--- src/assert_macros.svh ---
`ifndef ASSERT_MACROS_SVH
`define ASSERT_MACROS_SVH

// same-cycle implication, sampled on clk and disabled during reset
`define FSR_ASSERT_IMP(label, ante, cons, msg) \
  label: assert property (@(posedge clk) disable iff (!rst_n) (ante) |-> (cons)) \
    else $error(msg);

// next-cycle implication, sampled on clk and disabled during reset
`define FSR_ASSERT_NXT(label, ante, cons, msg) \
  label: assert property (@(posedge clk) disable iff (!rst_n) (ante) |=> (cons)) \
    else $error(msg);

`endif

--- src/fsr_pkg.sv ---
`timescale 1ns / 1ps

package fsr_pkg;

  typedef enum logic [3:0] {
    PH_WAIT_START = 4'd0,
    PH_WAIT_ADDR  = 4'd1,
    PH_WAIT_FUNC  = 4'd2,
    PH_READ_DATA  = 4'd3,
    PH_WAIT_CHK   = 4'd4,
    PH_WAIT_STOP  = 4'd5,
    PH_STOP_BAD   = 4'd6,
    PH_DONE       = 4'd7
  } phase_t;

  typedef enum logic [1:0] {
    KIND_NONE  = 2'd0,
    KIND_ALL   = 2'd1,
    KIND_SHORT = 2'd2
  } kind_t;

  typedef enum logic [2:0] {
    EV_NONE       = 3'd0,
    EV_PAYLOAD    = 3'd1,
    EV_GOOD_ALL   = 3'd2,
    EV_GOOD_SHORT = 3'd3,
    EV_ERROR      = 3'd4,
    EV_FLUSHED    = 3'd5
  } event_t;

  typedef enum logic [2:0] {
    ERR_NONE          = 3'd0,
    ERR_BROADCAST     = 3'd1,
    ERR_OTHER_ADDR    = 3'd2,
    ERR_BAD_FUNC      = 3'd3,
    ERR_BAD_CHK       = 3'd4,
    ERR_BAD_CHK_NOSTP = 3'd5,
    ERR_NO_STOP       = 3'd6
  } cause_t;

  typedef enum logic [2:0] {
    CHUNK_NOT_END  = 3'd0,
    CHUNK_NO_CTX   = 3'd1,
    CHUNK_PARTIAL  = 3'd2,
    CHUNK_COMPLETE = 3'd3,
    CHUNK_ERROR    = 3'd4
  } chunk_t;

  typedef enum logic [2:0] {
    CFG_START_BYTE = 3'd0,
    CFG_STOP_BYTE  = 3'd1,
    CFG_OWN_ADDR   = 3'd2,
    CFG_BCAST_ADDR = 3'd3,
    CFG_READ_ALL   = 3'd4,
    CFG_READ_STAT  = 3'd5,
    CFG_MIN_LEN    = 3'd6
  } cfg_idx_t;

  localparam int unsigned CfgIdxW  = 3;
  localparam int unsigned CfgDataW = 8;
  localparam int unsigned MinLenW  = 6;
  localparam int unsigned CountW   = 9;

  localparam logic [7:0]         ChkSeed      = 8'hff;
  localparam logic [MinLenW-1:0] MinLenReset  = 6'd8;
  localparam logic [CountW-1:0]  CntStatus0   = 9'd3;
  localparam logic [CountW-1:0]  CntStatus1   = 9'd4;
  localparam logic [CountW-1:0]  CntLength    = 9'd5;
  localparam logic [9:0]         HeaderOffset = 10'd3;

  typedef struct packed {
    logic [7:0]         start_byte;
    logic [7:0]         stop_byte;
    logic [7:0]         own_address;
    logic [7:0]         broadcast_address;
    logic [7:0]         read_all_code;
    logic [7:0]         read_status_code;
    logic [MinLenW-1:0] min_frame_length;
  } cfg_t;

  typedef struct packed {
    event_t     ev;
    cause_t     cause;
    logic [7:0] payload_byte;
    logic [7:0] status_low;
    logic       status_flag;
    logic [5:0] feeder_code;
    logic [7:0] payload_length;
    chunk_t     chunk;
    logic [3:0] prior_phase;
  } result_t;

endpackage

--- src/fsr_cfg.sv ---
`timescale 1ns / 1ps

module fsr_cfg (
  input  logic                         clk,
  input  logic                         rst_n,
  input  logic                         cfg_we,
  input  logic [fsr_pkg::CfgIdxW-1:0]  cfg_index,
  input  logic [fsr_pkg::CfgDataW-1:0] cfg_wdata,
  output fsr_pkg::cfg_t                cfg
);

  fsr_pkg::cfg_t cfg_r;
  fsr_pkg::cfg_t cfg_nxt;

  always_comb begin
    cfg_nxt = cfg_r;
    if (cfg_we) begin
      case (cfg_index)
        fsr_pkg::CFG_START_BYTE: cfg_nxt.start_byte        = cfg_wdata;
        fsr_pkg::CFG_STOP_BYTE:  cfg_nxt.stop_byte         = cfg_wdata;
        fsr_pkg::CFG_OWN_ADDR:   cfg_nxt.own_address       = cfg_wdata;
        fsr_pkg::CFG_BCAST_ADDR: cfg_nxt.broadcast_address = cfg_wdata;
        fsr_pkg::CFG_READ_ALL:   cfg_nxt.read_all_code     = cfg_wdata;
        fsr_pkg::CFG_READ_STAT:  cfg_nxt.read_status_code  = cfg_wdata;
        fsr_pkg::CFG_MIN_LEN: begin
          cfg_nxt.min_frame_length = cfg_wdata[fsr_pkg::MinLenW-1:0];
        end
        default: ;
      endcase
    end
  end

  always_ff @(posedge clk) begin
    if (!rst_n) begin
      // all codes zero, minimum frame length at its reset value
      cfg_r <= {{6{8'h00}}, fsr_pkg::MinLenReset};
    end else begin
      cfg_r <= cfg_nxt;
    end
  end

  assign cfg = cfg_r;

endmodule

--- src/fsr_core.sv ---
`timescale 1ns / 1ps

module fsr_core (
  input  logic             clk,
  input  logic             rst_n,
  input  logic             step_en,
  input  logic             op_flush,
  input  logic [7:0]       rx_byte,
  input  logic             eoc,
  input  fsr_pkg::cfg_t    cfg,
  output fsr_pkg::result_t res
);

  fsr_pkg::phase_t             phase_r, phase_nxt;
  logic [fsr_pkg::CountW-1:0]  count_r, count_nxt;
  logic [7:0]                  chk_r, chk_nxt;
  fsr_pkg::kind_t              kind_r, kind_nxt;
  logic [7:0]                  len_r, len_nxt;
  logic [7:0]                  stat0_r, stat0_nxt;
  logic [7:0]                  stat1_r, stat1_nxt;
  logic                        disc_r, disc_nxt;

  // per-byte decode shared by next-state and result logic
  fsr_pkg::phase_t ph_mid;
  fsr_pkg::kind_t  kind_mid;
  logic [7:0]      len_mid;
  logic [7:0]      stat0_mid;
  logic [7:0]      stat1_mid;
  logic            clear_mid;
  logic            err;
  fsr_pkg::cause_t cause;
  fsr_pkg::event_t ev_mid;
  logic            active_mid;
  logic [9:0]      end_lhs;
  logic [9:0]      end_rhs;

  always_comb begin
    ph_mid    = phase_r;
    kind_mid  = kind_r;
    len_mid   = len_r;
    stat0_mid = stat0_r;
    stat1_mid = stat1_r;
    clear_mid = 1'b0;
    err       = 1'b0;
    cause     = fsr_pkg::ERR_NONE;
    ev_mid    = fsr_pkg::EV_NONE;
    end_lhs   = {1'b0, count_r} + fsr_pkg::HeaderOffset;
    end_rhs   = {4'b0, cfg.min_frame_length} + {2'b0, len_r};
    case (phase_r)
      fsr_pkg::PH_WAIT_START: begin
        if (rx_byte == cfg.start_byte) ph_mid = fsr_pkg::PH_WAIT_ADDR;
      end
      fsr_pkg::PH_WAIT_ADDR: begin
        if (rx_byte == cfg.own_address) begin
          ph_mid = fsr_pkg::PH_WAIT_FUNC;
        end else if (rx_byte == cfg.broadcast_address) begin
          err   = 1'b1;
          cause = fsr_pkg::ERR_BROADCAST;
        end else begin
          err   = 1'b1;
          cause = fsr_pkg::ERR_OTHER_ADDR;
        end
      end
      fsr_pkg::PH_WAIT_FUNC: begin
        if (rx_byte == cfg.read_all_code) begin
          ph_mid   = fsr_pkg::PH_READ_DATA;
          kind_mid = fsr_pkg::KIND_ALL;
        end else if (rx_byte == cfg.read_status_code) begin
          ph_mid   = fsr_pkg::PH_WAIT_CHK;
          kind_mid = fsr_pkg::KIND_SHORT;
        end else begin
          err   = 1'b1;
          cause = fsr_pkg::ERR_BAD_FUNC;
        end
      end
      fsr_pkg::PH_READ_DATA: begin
        if (count_r == fsr_pkg::CntStatus0) begin
          stat0_mid = rx_byte;
        end else if (count_r == fsr_pkg::CntStatus1) begin
          stat1_mid = rx_byte;
        end else begin
          if (count_r == fsr_pkg::CntLength) begin
            len_mid = rx_byte;
            end_rhs = {4'b0, cfg.min_frame_length} + {2'b0, rx_byte};
          end else begin
            ev_mid = fsr_pkg::EV_PAYLOAD;
          end
          if (end_lhs >= end_rhs) ph_mid = fsr_pkg::PH_WAIT_CHK;
        end
      end
      fsr_pkg::PH_WAIT_CHK: begin
        ph_mid = (rx_byte == chk_r) ? fsr_pkg::PH_WAIT_STOP : fsr_pkg::PH_STOP_BAD;
      end
      fsr_pkg::PH_STOP_BAD: begin
        err   = 1'b1;
        cause = (rx_byte == cfg.stop_byte) ? fsr_pkg::ERR_BAD_CHK
                                           : fsr_pkg::ERR_BAD_CHK_NOSTP;
      end
      fsr_pkg::PH_WAIT_STOP: begin
        if (rx_byte == cfg.stop_byte) begin
          ev_mid = (kind_r == fsr_pkg::KIND_ALL) ? fsr_pkg::EV_GOOD_ALL
                                                 : fsr_pkg::EV_GOOD_SHORT;
          ph_mid = fsr_pkg::PH_DONE;
        end else begin
          err   = 1'b1;
          cause = fsr_pkg::ERR_NO_STOP;
        end
      end
      fsr_pkg::PH_DONE: ;
      default: begin
        ph_mid    = fsr_pkg::PH_WAIT_START;
        clear_mid = 1'b1;
      end
    endcase
    active_mid = (ph_mid != fsr_pkg::PH_WAIT_START) && (ph_mid != fsr_pkg::PH_DONE);
  end

  // next state
  always_comb begin
    phase_nxt = phase_r;
    count_nxt = count_r;
    chk_nxt   = chk_r;
    kind_nxt  = kind_r;
    len_nxt   = len_r;
    stat0_nxt = stat0_r;
    stat1_nxt = stat1_r;
    disc_nxt  = disc_r;
    if (step_en) begin
      if (op_flush || (!disc_r && (err || clear_mid ||
          (eoc && ph_mid == fsr_pkg::PH_DONE)))) begin
        phase_nxt = fsr_pkg::PH_WAIT_START;
        count_nxt = '0;
        chk_nxt   = fsr_pkg::ChkSeed;
        kind_nxt  = fsr_pkg::KIND_NONE;
        len_nxt   = '0;
        stat0_nxt = '0;
        stat1_nxt = '0;
        disc_nxt  = !op_flush && err && !eoc;
      end else if (disc_r) begin
        if (eoc) disc_nxt = 1'b0;
      end else begin
        phase_nxt = ph_mid;
        kind_nxt  = kind_mid;
        len_nxt   = len_mid;
        stat0_nxt = stat0_mid;
        stat1_nxt = stat1_mid;
        if (active_mid) begin
          count_nxt = count_r + fsr_pkg::CountW'(1);
          chk_nxt   = chk_r ^ rx_byte;
        end
      end
    end
  end

  // result word
  always_comb begin
    res = '0;
    if (op_flush) begin
      res.ev          = fsr_pkg::EV_FLUSHED;
      res.prior_phase = phase_r;
    end else if (disc_r) begin
      if (eoc) res.chunk = fsr_pkg::CHUNK_ERROR;
    end else if (err) begin
      res.ev    = fsr_pkg::EV_ERROR;
      res.cause = cause;
      if (eoc) res.chunk = fsr_pkg::CHUNK_ERROR;
    end else begin
      res.ev = ev_mid;
      if (ev_mid == fsr_pkg::EV_PAYLOAD) res.payload_byte = rx_byte;
      if (ev_mid == fsr_pkg::EV_GOOD_ALL) begin
        res.status_low     = stat0_r;
        res.status_flag    = stat1_r[0];
        res.feeder_code    = stat1_r[6:1];
        res.payload_length = len_r;
      end
      if (eoc) begin
        if (ph_mid == fsr_pkg::PH_WAIT_START) res.chunk = fsr_pkg::CHUNK_NO_CTX;
        else if (ph_mid == fsr_pkg::PH_DONE)  res.chunk = fsr_pkg::CHUNK_COMPLETE;
        else                                  res.chunk = fsr_pkg::CHUNK_PARTIAL;
      end
    end
  end

  always_ff @(posedge clk) begin
    if (!rst_n) begin
      phase_r <= fsr_pkg::PH_WAIT_START;
      count_r <= '0;
      chk_r   <= fsr_pkg::ChkSeed;
      kind_r  <= fsr_pkg::KIND_NONE;
      len_r   <= '0;
      stat0_r <= '0;
      stat1_r <= '0;
      disc_r  <= 1'b0;
    end else begin
      phase_r <= phase_nxt;
      count_r <= count_nxt;
      chk_r   <= chk_nxt;
      kind_r  <= kind_nxt;
      len_r   <= len_nxt;
      stat0_r <= stat0_nxt;
      stat1_r <= stat1_nxt;
      disc_r  <= disc_nxt;
    end
  end

endmodule

--- src/framed_serial_receiver_unit.sv ---
`timescale 1ns / 1ps

// Framed serial receiver. Takes one word (a received byte or a flush) per clock while in_stall
// is low and returns exactly one result word for each, in order. A word passes an input
// register, then the frame decoder (phase, byte count, running xor checksum seeded with 0xff)
// updates its state and loads the result register, which presents the result; one word per
// cycle is sustained while out_stall is low. out_stall, with a valid result, holds the result
// register and, through in_stall, the input register; the pipeline resumes at full rate once
// out_stall drops. Configuration registers are written through cfg_we/cfg_index/cfg_wdata and
// should only change while no word is in flight.

`include "assert_macros.svh"

module framed_serial_receiver_unit (
  input  logic                         clk,
  input  logic                         rst_n,
  input  logic                         cfg_we,
  input  logic [fsr_pkg::CfgIdxW-1:0]  cfg_index,
  input  logic [fsr_pkg::CfgDataW-1:0] cfg_wdata,
  input  logic                         in_valid,
  output logic                         in_stall,
  input  logic                         in_op,
  input  logic [7:0]                   in_rx_byte,
  input  logic                         in_end_of_chunk,
  output logic                         out_valid,
  input  logic                         out_stall,
  output logic [2:0]                   out_event_res,
  output logic [2:0]                   out_error_cause,
  output logic [7:0]                   out_payload_byte,
  output logic [7:0]                   out_status_low,
  output logic                         out_status_flag,
  output logic [5:0]                   out_feeder_code,
  output logic [7:0]                   out_payload_length,
  output logic [2:0]                   out_chunk_status,
  output logic [3:0]                   out_prior_phase
);

  fsr_pkg::cfg_t    cfg;
  fsr_pkg::result_t core_res;
  fsr_pkg::result_t res_r;

  logic       adv;
  logic       step_en;
  logic       in_valid_r;
  logic       op_r;
  logic [7:0] byte_r;
  logic       eoc_r;
  logic       out_valid_r;

  assign adv      = !(out_valid_r && out_stall);
  assign in_stall = !adv;
  assign step_en  = adv && in_valid_r;

  fsr_cfg u_cfg (
    .clk       (clk),
    .rst_n     (rst_n),
    .cfg_we    (cfg_we),
    .cfg_index (cfg_index),
    .cfg_wdata (cfg_wdata),
    .cfg       (cfg)
  );

  fsr_core u_core (
    .clk      (clk),
    .rst_n    (rst_n),
    .step_en  (step_en),
    .op_flush (op_r),
    .rx_byte  (byte_r),
    .eoc      (eoc_r),
    .cfg      (cfg),
    .res      (core_res)
  );

  always_ff @(posedge clk) begin
    if (!rst_n) begin
      in_valid_r  <= 1'b0;
      out_valid_r <= 1'b0;
    end else if (adv) begin
      in_valid_r  <= in_valid;
      out_valid_r <= in_valid_r;
    end
  end

  // payload registers
  always_ff @(posedge clk) begin
    if (adv && in_valid) begin
      op_r   <= in_op;
      byte_r <= in_rx_byte;
      eoc_r  <= in_end_of_chunk;
    end
    if (step_en) begin
      res_r <= core_res;
    end
  end

  assign out_valid          = out_valid_r;
  assign out_event_res      = res_r.ev;
  assign out_error_cause    = res_r.cause;
  assign out_payload_byte   = res_r.payload_byte;
  assign out_status_low     = res_r.status_low;
  assign out_status_flag    = res_r.status_flag;
  assign out_feeder_code    = res_r.feeder_code;
  assign out_payload_length = res_r.payload_length;
  assign out_chunk_status   = res_r.chunk;
  assign out_prior_phase    = res_r.prior_phase;

  `FSR_ASSERT_IMP(a_stall_only_when_full, in_stall, out_valid_r && out_stall,
                  "stall without a blocked result")
  `FSR_ASSERT_IMP(a_cause_iff_error,
                  out_valid_r && (out_event_res != fsr_pkg::EV_ERROR),
                  out_error_cause == fsr_pkg::ERR_NONE, "error cause on a non-error word")
  `FSR_ASSERT_IMP(a_phase_only_on_flush,
                  out_valid_r && (out_event_res != fsr_pkg::EV_FLUSHED),
                  out_prior_phase == 4'd0, "prior phase on a non-flush word")
  `FSR_ASSERT_NXT(a_result_follows_input, in_valid_r && adv, out_valid_r,
                  "accepted word produced no result")

endmodule
--- config.mk ---
export PLATFORM = sky130hd
export DESIGN_NAME = framed_serial_receiver_unit
export DESIGN_NICKNAME = d
export VERILOG_FILES = /design/src/fsr_pkg.sv /design/src/fsr_cfg.sv /design/src/fsr_core.sv /design/src/framed_serial_receiver_unit.sv
export VERILOG_INCLUDE_DIRS = /design/src /design/src/src
export SDC_FILE = /design/constraint.sdc
export NUM_CORES = 1
export LEC_CHECK = 0
export ABC_CLOCK_PERIOD_IN_PS = 10300
export BUFFER_PORTS_ARGS = -buffer_cell sky130_fd_sc_hd__buf_2
export CAP_MARGIN = 20
export CORE_MARGIN = 2
export CORE_UTILIZATION = 55
export CTS_CLUSTER_SIZE = 10
export DETAILED_ROUTE_END_ITERATION = 16
export GPL_TIMING_DRIVEN = 0
export PLACE_DENSITY = 0.75
export SLEW_MARGIN = 20
export SYNTH_ARGS = -nofsm -noshare
export SYNTH_HDL_FRONTEND = slang
export SYNTH_HIERARCHICAL = 1
export SYNTH_SLANG_ARGS = --single-unit
--- constraint.sdc ---
create_clock -name clk -period 10.3 [get_ports clk]
set_input_delay 2.06 -clock clk [delete_from_list [all_inputs] [get_ports clk]]
set_output_delay 2.06 -clock clk [all_outputs]
set_load 0.1 [all_outputs]
### Word-level counts from Yosys, hierarchy flattened

Index checks and enable logic that the tools add are counted.

| word-level totals | value |
|---|---|
| register bits after elaboration | 157 |
| input port bits | 26 |
| output and inout port bits | 46 |
| logic and storage cells | 191 |

| cells by class | value |
|---|---|
| add/subtract/negate cells | 4 |
| $lt $le $gt $ge | 1 |
| eq/ne operators | 31 |
| multiplexer cells | 76 |
| bitwise logic cells | 4 |
| reduce and logical (&&, ||, !) cells | 45 |

Operators with widths:

| kind | number |
|---|---|
| 2-to-1 mux 8 bit | 14 |
| equality test 8 bit | 7 |
| 2-to-1 mux 10 bit | 4 |
| 2-to-1 mux 4 bit | 10 |
| 2-to-1 mux 37 bit | 1 |
| 2-to-1 mux 3 bit | 12 |
| 2-to-1 mux 7 bit | 5 |
| 2-to-1 mux 31 bit | 1 |
| case mux 4 bit (7 select lines) | 1 |
| 2-to-1 mux 9 bit | 3 |
| 2-to-1 mux 23 bit | 1 |
| equality test 4 x 3 -> 1 bit (second input constant) | 5 |
| adder 6 x 8 -> 9 bit | 2 |
| equality test 9 x 3 -> 1 bit (second input constant) | 2 |
| 2-to-1 mux 2 bit | 9 |
| AND reduction 2 bit | 8 |
| 2-to-1 mux 1 bit | 12 |
| case mux 3 bit (4 select lines) | 1 |
| nonzero test 2 bit | 6 |
| adder 9 x 2 -> 10 bit (second input constant) | 1 |
| greater-or-equal comparator 10 bit | 1 |
| adder 9 x 1 -> 9 bit (second input constant) | 1 |
| equality test 3 x 2 -> 1 bit (second input constant) | 3 |
| equality test 3 bit (second input constant) | 3 |
| 26 further kinds | 48 |

### Logic depth before layout (Yosys ltp)

Gate-level depths: netlist of run 1.

| depth | value |
|---|---|
| word-level depth | 17 |
| mapped depth | 27 |
| depth with buffers taken out | 24 |

### Hierarchy

The synthesis of run 1 kept the hierarchy.

By module, submodules not included:

| module | instances | cells an instance | area each (sq um) | seq. area each (sq um) |
|---|---|---|---|---|
| fsr_core | 1 | 496 | 3,981.3 | 940.9 |
| fsr_cfg | 1 | 191 | 1,991.9 | 1,081.0 |
| framed_serial_receiver_unit | 1 | 62 | 1,709.1 | 1,661.6 |

### Least setup slack after synthesis of run 1

No wires, ideal clock.

| timing path | value |
|---|---|
| path kind | input-to-reg |
| from | in out_stall |
| to | reg u_core.stat1_r[1] |
| library setup time | 0.117 ns |
| data arrival time | 5.812 ns |
| data required time | 10.183 ns |
| slack | 4.371 ns |
| stages on the path | 7 |
| buffers on the path | 2 |
| cells stage by stage | and2_4 > nor2b_1 > and2_1 > clkbuf_1 > clkbuf_1 > o21ai_2 > a32o_1 |

| between the ends | value |
|---|---|
| longest elaborated chain between the ends | 4 |

RTL lines:

| element | RTL line | text |
|---|---|---|
| from (decl) | framed_serial_receiver_unit.sv:26 | `input logic out_stall,` |
| logical AND 1 bit | framed_serial_receiver_unit.sv:50 | `assign adv = !(out_valid_r && out_stall);` |
| zero test 1 bit | framed_serial_receiver_unit.sv:50 |  |
| logical AND 1 bit | framed_serial_receiver_unit.sv:52 | `assign step_en = adv && in_valid_r;` |
| net step_en | framed_serial_receiver_unit.sv:43 | `logic step_en;` |
| AND reduction 5 bit (no source line) | -- |  |
| to (signal assigned) | fsr_core.sv:201 | `stat1_r <= stat1_nxt;` |
| to (decl) | fsr_core.sv:20 | `logic [7:0] stat1_r, stat1_nxt;` |

The timed path passes the listed nets, and every way through them passes these cells.
A chain may end at the register's enable or synchronous reset.

### Final worst setup path of run 1

| timing path | value |
|---|---|
| from | reg u_core/count_r[4] in the netlist's numbering |
| to | reg u_core.chk_r[1] |

| between the ends | value |
|---|---|
| longest elaborated chain between the ends | 17 |
| elaborated cells between the ends (all ways) | 25 |
| classes of those cells | add/sub (1); order compare (1); eq/ne (6); mux (9); reduce/logical (8) |

RTL lines:

| element | RTL line | text |
|---|---|---|
| from (decl) | fsr_core.sv:15 | `logic [fsr_pkg::CountW-1:0] count_r, count_nxt;` |
| from (signal assigned) | fsr_core.sv:196 | `count_r <= count_nxt;` |
| equality test 9 x 3 -> 1 bit | fsr_core.sv:82 | `if (count_r == fsr_pkg::CntLength) begin` |
| 2-to-1 mux 10 bit | fsr_core.sv:82 |  |
| 2-to-1 mux 10 bit | fsr_core.sv:79 | `end else if (count_r == fsr_pkg::CntStatus1) begin` |
| 2-to-1 mux 10 bit | fsr_core.sv:77 | `if (count_r == fsr_pkg::CntStatus0) begin` |
| 2-to-1 mux 10 bit | fsr_core.sv:49 | `case (phase_r)` |
| greater-or-equal comparator 10 bit | fsr_core.sv:88 | `if (end_lhs >= end_rhs) ph_mid = fsr_pkg::PH_WAIT_CHK;` |
| 2-to-1 mux 4 bit | fsr_core.sv:88 |  |
| 2-to-1 mux 4 bit | fsr_core.sv:79 |  |
| 2-to-1 mux 4 bit (*) | fsr_core.sv:77 |  |
| case mux 4 bit (7 select lines) (*) | fsr_core.sv:49 |  |
| equality test 4 x 3 -> 1 bit | fsr_core.sv:130 | `(eoc && ph_mid == fsr_pkg::PH_DONE)))) begin` |
| logical AND 1 bit | fsr_core.sv:130 |  |
| logical OR 1 bit | fsr_core.sv:129 | `if (op_flush \|\| (!disc_r && (err \|\| clear_mid \|\|` |
| logical AND 1 bit | fsr_core.sv:129 |  |
| logical OR 1 bit | fsr_core.sv:129 |  |
| inequality test 2 bit (no source line) / nonzero test 2 bit (equally long branches) | -- |  |
| AND reduction 3 bit (no source line) | -- |  |
| to (signal assigned) | fsr_core.sv:188 | `chk_r <= fsr_pkg::ChkSeed;` |
| to (signal assigned) | fsr_core.sv:197 | `chk_r <= chk_nxt;` |
| to (decl) | fsr_core.sv:16 | `logic [7:0] chk_r, chk_nxt;` |

Every way passes the cells marked *; elsewhere a longest branch is shown, timed or not. The select of a mux whose other input is x is not followed.

==> run_results.csv, run 1 <==
group,metric,value,unit
status,outcome,"finished, final reports clean",
run,drv_cap,0,
place,gp_congestion,0.915,
finish,layout_common_cells,"111 x nand2_1, 103 x dfxtp_1, 88 x buf_2",
route,dr.pass1.iters,5,
synthesis,syn_avg_cell_area,10.3,sq um
synthesis,ys_async_sr_fraction,0,%
clock_tree,htree_num_levels,4,
sta,hold_slack,0.455,ns
sta,finalHoldViolCount,0,
finish,multiInputGateArea,3740,sq um
grt,met1_usage,29.9,%
grt,grt_pass1_vias,5614,
critical_path,crit_arrival,6.58,ns
grt,grtUsageTotal,25.1,%
critical_path,worst-path-max-fanout,10,
sta,worstMarginPinSlew,0.682,ns
synthesis,synthCells,749,
route,vias_per_cell,5.68,
finish,layout.cells.non_filler,1034,
route,drt-total-wl,18000,microns
synthesis,ys_ff_latch,157,
finish,fin_nets,886,
place,dp.cells,1001,
sta,fin_crit,6.30,ns
critical_path,rr_startpoint,"u_core/count_r[4]",
grt,grt_use_met2,43.6,%
critical_path,worstSetupEndpointType,"flip-flop",
grt,antenna_found_initial,0,
sta,final.setup.tns,0,ns
finish,area_growth,15.7,%
finish,n_fill_cell,1132,
power,ir_worst_vdd,0.000115,V
worst_hold_path,hp-class,"reg2reg",
floorplan,core,13800,sq um
clock_tree,ctsResizeCount,0,
clock_tree,clk_latency,0.43,ns
clock_tree,cts-root-buf,"clkbuf_16",
route,drcViolationCount,0,
synthesis,synth_edf_count,54,
sta,fin_ws,4.00,ns
finish,drive_gt1_share,16.6,%
clock_tree,clock-sinks,157,
sta,setup_viol,0,
finish,mostFrequentLayoutCell,"nand2_1",
floorplan,io_pins,72,
route,drt_iter0_markers,353,
synthesis,yosys_warnings,6,
synthesis,synthFlopType,"dfxtp_1",
sta,rsz0062_at_grt,"no",
sta,clock_skew,0.0114,ns
critical_path,startpoint_type,"flip-flop",
power,power_density,162,nW/um^2
route,ant_nets,0,
critical_path,startpoint,"u_core/count_r[4]",
synthesis,synth_fp_nets,795,
synthesis,synth_area,7680,sq um
critical_path,path_class,"reg2reg",
place,place_ws,4.15,ns
critical_path,worstPathRequired,10.58,ns
finish,layout.area.seq,3680,sq um
floorplan,die_area,14900,sq um
grt,met3_usage,4.78,%
clock_tree,cts_inserted_buffers,17,
clock_tree,cts_tree,"built",
grt,busiest_layer,"met2",
grt,gr-total-overflow,0,
clock_tree,cts_hold_buf,0,
grt,grt_pass1_wl,28400,microns
route,route.vias.total,5875,
sta,final.period_utilization,61.1,%
floorplan,die_height,122,microns
floorplan,start_util,55.8,%
synthesis,yosysSeqAreaShare,47.9,%
grt,grt_start_max_net_pins,33,
clock_tree,cts_buffer_depth,2,
power,p_total,1.44,mW
critical_path,cp_slowest_cell,"nor4_1",
worst_hold_path,min_from,"u_core/stat0_r[3]",
sta,slew_headroom,54.1,%
place,dp_hpwl,12900,microns
place,port_buffers,71,
critical_path,cpPeakStageDelay,0.62,ns
route,wl_per_cell,17.4,microns
power,p_leak,3.74,nW
synthesis,ys_types,64,
clock_tree,clkTransAtPathRegs,0.07,ns
floorplan,die_w,122,microns
sta,final_max_slew_viol_count,0,
clock_tree,cts_setup_buffers,0,
floorplan,fp-row-count,43,
sta,fmax,159,MHz
[routing by layer]
metal / vias up / part of all wire [%]
li1: 2832 / -
met1: 2798 / 42
met2: 211 / 50
met3: 34 / 5.0
met4: 0 / 2.5
met5: - / 0
[area by class of cell]
| cell class | instances | area share (%) |
|---|---|---|
| Antenna cell | 1 | 0.0281 |
| Tap cell | 180 | 2.53 |
| Clock inverter | 13 | 1.86 |
| Timing Repair Buffer | 72 | 4.22 |
| Inverter | 12 | 0.507 |
| Multi-Input combinational cell | 535 | 42.1 |
| Clock buffer | 19 | 4.87 |
| Sequential cell | 157 | 41.4 |
| Buffer | 45 | 2.43 |
[final timing paths]
path,endpoint,slack (ns),cells past startpoint
hold / removal,u_core/stat0_r[3],0.46,2
setup reg to reg,u_core/chk_r[1],4.00,26
hold reg to reg,u_core/stat0_r[3],0.46,2
setup / recovery,u_core/chk_r[1],4.00,26
[registers in the layout, indices dropped and copies added, names as in the netlist, 2 cells and up]
name                flops
out_payload_byte        8
u_core/chk_r            8
out_event_res           3
out_status_low          8
byte_r                  8
out_payload_length      8
u_core/len_r            8
out_error_cause         3
out_feeder_code         6
u_core/phase_r          4
u_core/kind_r           2
out_prior_phase         4
u_core/count_r          9
u_cfg/cfg              54
out_chunk_status        3
u_core/stat1_r          7
u_core/stat0_r          8
[worst max-delay path: cells and delay by family (launching register included)]
family          cells  cell delay, ns
xor+xnor            1            0.12
fa+ha+maj           2            0.59
compound gates     10            2.06
buf+inv             3            0.68
mux                 2            0.47
simple gates        8            1.92
flops               1            0.30
[synth_stat cells, types with 2 or more instances]
master | count | share of area [%]
xor2_1 | 16 | 1.8
and2_1 | 40 | 3.3
or3_1 | 15 | 1.2
a21oi_1 | 15 | 0.98
nor3_1 | 6 | 0.39
and3_1 | 6 | 0.49
ha_1 | 19 | 3.1
o31ai_1 | 2 | 0.20
nand4b_1 | 3 | 0.34
or4_1 | 2 | 0.20
dfxtp_1 | 103 | 27
o21ai_0 | 22 | 1.4
a21o_1 | 6 | 0.59
clkbuf_1 | 20 | 0.98
mux2i_1 | 76 | 9.9
edfxtp_1 | 54 | 21
o31a_1 | 2 | 0.23
o21a_1 | 6 | 0.59
o21ai_1 | 6 | 0.39
nand2_1 | 111 | 5.4
nand4_1 | 17 | 1.4
a211oi_1 | 2 | 0.20
o2111ai_1 | 2 | 0.23
a32o_1 | 7 | 0.91
xnor2_1 | 53 | 6.0
buf_2 | 17 | 1.1
a31oi_1 | 3 | 0.24
nand4bb_1 | 2 | 0.29
o21ai_4 | 2 | 0.42
mux2_2 | 6 | 0.88
buf_4 | 7 | 0.68
nand3_1 | 15 | 0.98
nor2b_1 | 7 | 0.57
nor2_1 | 25 | 1.2
o211ai_1 | 2 | 0.20
nand2b_1 | 9 | 0.73
nor4_1 | 5 | 0.41
inv_1 | 12 | 0.59
[cell families after synthesis]
group,share of synthesized area [%]
and+or+nand+nor,18.4
adders and majority gates,3.36
buffers and inverters,3.40
muxes,10.8
AOI/OAI and AO/OA,8.29
xor gates and xnor gates,7.87
DFF,47.9
[report_power, final]
group	internal [mW]	switching, mW
clock network	0.382	0.254
logic	0.0380	0.104
registers	0.656	0.00883
total	1.08	0.366
[stage by stage]
step | util, % | area [sq um]
2_1_floorplan | - | 7680
3_3_place_gp | 60.0 | 8260
3_5_place_dp | 60.2 | 8290
4_1_cts | 64.5 | 8890
5_1_grt | 64.5 | 8890
6_report | 64.6 | 8890
(Power assumes the default switching activity.)
==> run 2: changes to the inputs <==
- ABC_AREA: not set -> 1
- ABC_CLOCK_PERIOD_IN_PS: 10300 -> 5750
- CORE_UTILIZATION: 55 -> 54
- PLACE_DENSITY: 0.75 -> 0.76
- clock period: 10.3 -> 5.75 ns (I/O delays scaled with it)
==> run 2 against run 1 <==
Via count grew 23%; cell area grew 6.4%; setup slack lost 3.5 ns; die area grew 9.2%; register-to-register slack lost 3.5 ns; cell count grew 33%; fmax grew 20%; first-iteration DRC count grew 91%; core utilization shrank 1.9 points; synthesized area grew 7.6%; global-route usage grew 0.66 points; wire length grew 14%.
==> run_results.csv, run 2 <==
group,metric,value,unit
synthesis,yosys.cell_count.top_type,"nand2_1",
sta,fin_crit,5.24,ns
sta,fmax,191,MHz
grt,antenna_found_initial,0,
critical_path,cpMostUsedCell,"nand2_1",
clock_tree,cts-root-buf,"clkbuf_16",
synthesis,ys_types,46,
grt,gr-total-overflow,0,
finish,fin_nets,1223,
critical_path,cpPeakStageDelay,0.39,ns
grt,grtUsageTotal,25.8,%
sta,final.period_utilization,91.1,%
finish,area_growth,14.5,%
critical_path,rr_startpoint,"u_core/count_r[6]",
floorplan,core,15100,sq um
critical_path,startpoint_type,"flip-flop",
synthesis,yosys-top-cells-area,"dfxtp_1 25%, edfxtp_1 20%, nand2_1 12%, nor2_1 8.4%, nand3_1 6.4%",
floorplan,start_util,54.8,%
clock_tree,cts_buffer_depth,2,
sta,rsz0062_at_grt,"no",
synthesis,ys_ff_latch,157,
clock_tree,cts_hold_buf,0,
power,p_total,2.67,mW
critical_path,cpLargestDelayFamily,"simple AND/OR/NAND/NOR gates",
critical_path,worstPathRequired,6.05,ns
critical_path,worstSetupEndpointType,"flip-flop",
sta,final_max_slew_viol_count,0,
finish,layout_common_cells,"265 x nand2_1, 183 x nor2_1, 106 x nand3_1",
route,drt_iter0_markers,675,
floorplan,die_height,128,microns
synthesis,ys_async_sr_fraction,0,%
synthesis,yosysSeqAreaShare,44.6,%
place,port_buffers,71,
run,drv_cap,0,
place,dp_hpwl,14800,microns
floorplan,die_area,16300,sq um
clock_tree,cts_tree,"built",
route,drcViolationCount,0,
route,wl_per_cell,14.9,microns
worst_hold_path,hp-class,"reg2reg",
sta,setup_viol,0,
floorplan,fp-row-count,45,
sta,clock_skew,0.0102,ns
route,route.vias.total,7213,
critical_path,worst-path-max-fanout,10,
critical_path,critPathBufInv,7,
synthesis,synth_edf_count,54,
floorplan,io_pins,72,
synthesis,synth_area,8260,sq um
sta,finalHoldViolCount,0,
clock_tree,cts_inserted_buffers,17,
place,place_ws,0.461,ns
finish,largest_reg_flops,54,
clock_tree,clk_latency,0.43,ns
finish,drive_gt1_share,15.1,%
route,vias_per_cell,5.23,
floorplan,die_w,128,microns
grt,grt_pass1_wl,32400,microns
synthesis,synth.top_cell.area_share,25.0,%
synthesis,yosys_warnings,6,
synthesis,synthFlopType,"dfxtp_1",
clock_tree,htree_num_levels,4,
power,power_density,283,nW/um^2
finish,antennaDiodeCount,0,
grt,grt_start_max_net_pins,32,
critical_path,cp_slowest_cell,"fa_1",
clock_tree,clock-sinks,157,
critical_path,path_class,"reg2reg",
synthesis,synth_area_leader_cell,"dfxtp_1",
critical_path,crit_arrival,5.54,ns
power,ir_worst_vdd,0.000237,V
synthesis,syn_avg_cell_area,7.61,sq um
finish,mostFrequentLayoutCell,"nand2_1",
synthesis,synthCells,1086,
sta,fin_ws,0.512,ns
sta,slew_headroom,41.6,%
critical_path,startpoint,"u_core/count_r[6]",
power,p_leak,3.97,nW
worst_hold_path,min_from,"u_core/kind_r[0]",
route,drt-total-wl,20500,microns
sta,worstMarginPinSlew,0.854,ns
route,ant_nets,0,
status,outcome,"finished, final reports clean",
clock_tree,clkTransAtPathRegs,0.06,ns
route,dr.pass1.iters,7,
place,gp_congestion,0.971,
synthesis,synth_fp_nets,1132,
grt,grt_pass1_vias,6485,
synthesis,yosys-top-cells-count,"265 x nand2_1, 184 x nor2_1, 106 x nand3_1",
-- run 2: timing repair --
| action | CTS | global route |
|---|---|---|
| resized for setup | 0 | 3 |
| setup buffers | 0 | 0 |
| setup endpoints to repair | 0 | 21 |
-- run 2: cell families after synthesis --
group / synth area share (%)
simple gates: 33.1
flops: 44.6
buf+inv: 7.90
compound gates: 5.71
xor+xnor: 5.62
fa+ha+maj: 3.12
-- run 2: per-stage QoR --
step | util (%) | std cells | setup TNS (ns) | area, sq um | hold slack [ns]
after global placement | 58.7 | 1345 | -9.33 | 8850 | 0.449
final | 62.7 | 1378 | 0 | 9460 | 0.464
after CTS | 62.7 | 1378 | 0 | 9460 | 0.464
after floorplan | - | 1086 | 0 | 8260 | 0.439
after detailed placement | 58.9 | 1346 | 0 | 8880 | 0.454
after global routing | 62.7 | 1378 | 0 | 9460 | 0.498
-- run 2: cell type report --
type | instances | area, sq um
buffer | 44 | 283
fill | 1368 | 5630
multi-input combinational | 786 | 3930
sequential | 157 | 3680
inverter | 99 | 372
clock inverter | 14 | 146
tap | 188 | 235
timing repair buffer | 72 | 375
clock buffer | 18 | 429
-- run 2: per-layer routing --
layer	global-route usage, %	vias up	wire length [microns]
met5	0	-	0
met4	10.7	0	527
met3	4.34	33	1270
met2	43.0	280	9610
met1	33.3	3232	9080
li1	-	3668	-
-- run 2: worst paths after layout --
| check | depth (start not counted) | slack [ns] | to |
|---|---|---|---|
| setup / recovery | 31 | 0.51 | u_core/chk_r[7] |
| hold reg to reg | 2 | 0.46 | u_core/kind_r[0] |
| hold / removal | 2 | 0.46 | u_core/kind_r[0] |
| setup reg to reg | 31 | 0.51 | u_core/chk_r[7] |
-- run 2: report_power, final --
group          internal [mW]  switching (mW)  leakage (nW)
logic                 0.0953           0.266          2.33
registers               1.19          0.0209          1.35
clock network          0.614           0.490         0.284
-- run 2: worst register-to-register path: cells and delay by family, from the launching register on --
kind            cells  cell delay [ns]
xor+xnor            1             0.18
compound gates      6             1.03
buf+inv             7             1.12
simple gates       14             1.52
fa+ha+maj           3             0.86
flops               1             0.38
==> run 3: changes to the inputs <==
- CELL_PAD_IN_SITES_DETAIL_PLACEMENT: not set -> 1
- CELL_PAD_IN_SITES_GLOBAL_PLACEMENT: not set -> 1
- CORE_UTILIZATION: 54 -> 40
- PLACE_DENSITY: 0.76 -> not set
- PLACE_DENSITY_LB_ADDON: not set -> 0.1
==> run 3 against run 2 <==
Setup slack better by 0.077 ns; non-clock buffer count stayed put; critical endpoint is now u_core/chk_r[3]; clock power is 6% higher; first-iteration DRC count is 43% lower; flip-flop and latch count stayed put; sequential share of layout area is 0.58 points lower; sequential power hardly changed.
==> run_results.csv, run 3 (synthesized netlist as in run 2, its figures left out) <==
group,metric,value,unit
status,outcome,"finished, final reports clean",
power,p_total,2.75,mW
finish,antennaDiodeCount,0,
finish,design_area,9600,sq um
finish,multiInputGateArea,3940,sq um
clock_tree,clock-sinks,157,
floorplan,io_pins,72,
place,port_buffers,71,
clock_tree,cts_tree,"built",
floorplan,core,20200,sq um
grt,grt_pass1_vias,7064,
critical_path,rr_startpoint,"u_core/count_r[6]",
route,route.vias.total,7213,
grt,grtUsageTotal,23.0,%
sta,final.period_utilization,89.8,%
critical_path,crit_arrival,5.51,ns
floorplan,fp-row-count,52,
sta,rsz0062_at_grt,"no",
sta,fin_crit,5.16,ns
finish,largest_reg_flops,54,
critical_path,worst-path-max-fanout,10,
route,wl_per_cell,16.6,microns
clock_tree,clkTransAtPathRegs,0.07,ns
critical_path,startpoint,"u_core/count_r[6]",
clock_tree,cts_hold_buf,0,
worst_hold_path,hp-class,"reg2reg",
finish,area_growth,16.2,%
power,p_leak,3.99,nW
sta,fmax,194,MHz
finish,fin_nets,1223,
grt,gr-total-overflow,0,
floorplan,die_w,148,microns
clock_tree,clk_latency,0.43,ns
worst_hold_path,min_from,"u_core/kind_r[0]",
clock_tree,htree_num_levels,4,
grt,antenna_found_initial,0,
floorplan,start_util,40.8,%
critical_path,cpMostUsedCell,"nand2_1",
run,drv_cap,0,
finish,mostFrequentLayoutCell,"nand2_1",
floorplan,die_height,148,microns
place,placed_cell_area,8980,sq um
finish,n_fill_cell,2548,
critical_path,cpLargestDelayFamily,"simple AND/OR/NAND/NOR gates",
sta,fin_ws,0.589,ns
route,drcViolationCount,0,
place,gp_congestion,0.847,
floorplan,die_area,21800,sq um
power,power_density,286,nW/um^2
clock_tree,cts_buffer_depth,2,
clock_tree,cts-root-buf,"clkbuf_16",
route,drt-total-wl,24200,microns
sta,finalHoldViolCount,0,
route,drt_iter0_markers,383,
critical_path,cpPeakStageDelay,0.52,ns
sta,final_max_slew_viol_count,0,
finish,drive_gt1_share,15.3,%
critical_path,path_class,"reg2reg",
sta,worstMarginPinSlew,0.751,ns
finish,layout.area.seq,3680,sq um
route,dr.pass1.iters,4,
critical_path,cp_slowest_cell,"o21ai_0",
sta,setup_viol,0,
place,place_ws,0.193,ns
finish,layout_common_cells,"265 x nand2_1, 183 x nor2_1, 106 x nand3_1",
finish,layout.cells.non_filler,1460,
critical_path,startpoint_type,"flip-flop",
route,vias_per_cell,4.94,
place,dp.cells,1428,
grt,grt_start_max_net_pins,32,
critical_path,critPathBufInv,6,
finish,final_core_util,47.4,%
route,ant_nets,0,
critical_path,worstPathRequired,6.10,ns
critical_path,worstSetupEndpointType,"flip-flop",
power,ir_worst_vdd,0.000205,V
place,dp_hpwl,18100,microns
sta,slew_headroom,49.5,%
sta,clock_skew,0.0126,ns
clock_tree,cts_inserted_buffers,17,
grt,grt_pass1_wl,38700,microns
==> run 3: cell types whose count changed in the layout (fill, tap and decap cells not counted), moves of 2 or more <==
cell | before | now
clkbuf_1 | 11 | 9
clkinv_4 | 1 | 4
inv_6 | 5 | 3
o21ai_0 | 17 | 14
o21ai_1 | 2 | 4
==> run 3: final cells by class <==
class | count | area share [%]
plain buffers | 44 | 2.96
clock buffers | 17 | 4.43
clock inverters | 15 | 1.88
inverters | 99 | 3.87
multi-input cells | 786 | 41.1
flip-flops and latches | 157 | 38.4
well taps | 270 | 3.52
repair buffers | 72 | 3.91
==> run 3: final timing paths <==
check,to,slack [ns],cells past startpoint
worst max-delay path,u_core/chk_r[3],0.59,30
worst max register to register,u_core/chk_r[3],0.59,30
worst min register to register,u_core/kind_r[0],0.46,2
worst min-delay path,u_core/kind_r[0],0.46,2
==> run 3: repair_timing <==
action	in CTS	in global routing
setup buffers	0	0
setup endpoints to repair	0	45
gates resized for setup	0	10
==> run 3: tightest hold or removal path: cells and delay by family (launching register included) <==
kind               cells  cell delay, ns
DFF                    1            0.31
and+or+nand+nor        1            0.06
AOI/OAI and AO/OA      1            0.05
==> run 3: stage by stage <==
step | hold slack, ns | setup TNS [ns]
after floorplan | 0.439 | 0
after global placement | 0.449 | -21.51
after detailed placement | 0.452 | 0
after CTS | 0.463 | 0
after global routing | 0.488 | 0
final | 0.465 | 0
==> run 3: power breakdown <==
group	switching [mW]	internal, mW
registers	0.0215	1.19
clock network	0.513	0.657
logic	0.274	0.0955
total	0.809	1.94
==> run 3: layer usage <==
| metal | wire length [microns] | global-route usage (%) |
|---|---|---|
| met1 | 11400 | 30.3 |
| met2 | 11600 | 38.6 |
| met3 | 691 | 3.12 |
| met4 | 535 | 8.70 |
| met5 | 0 | 0 |
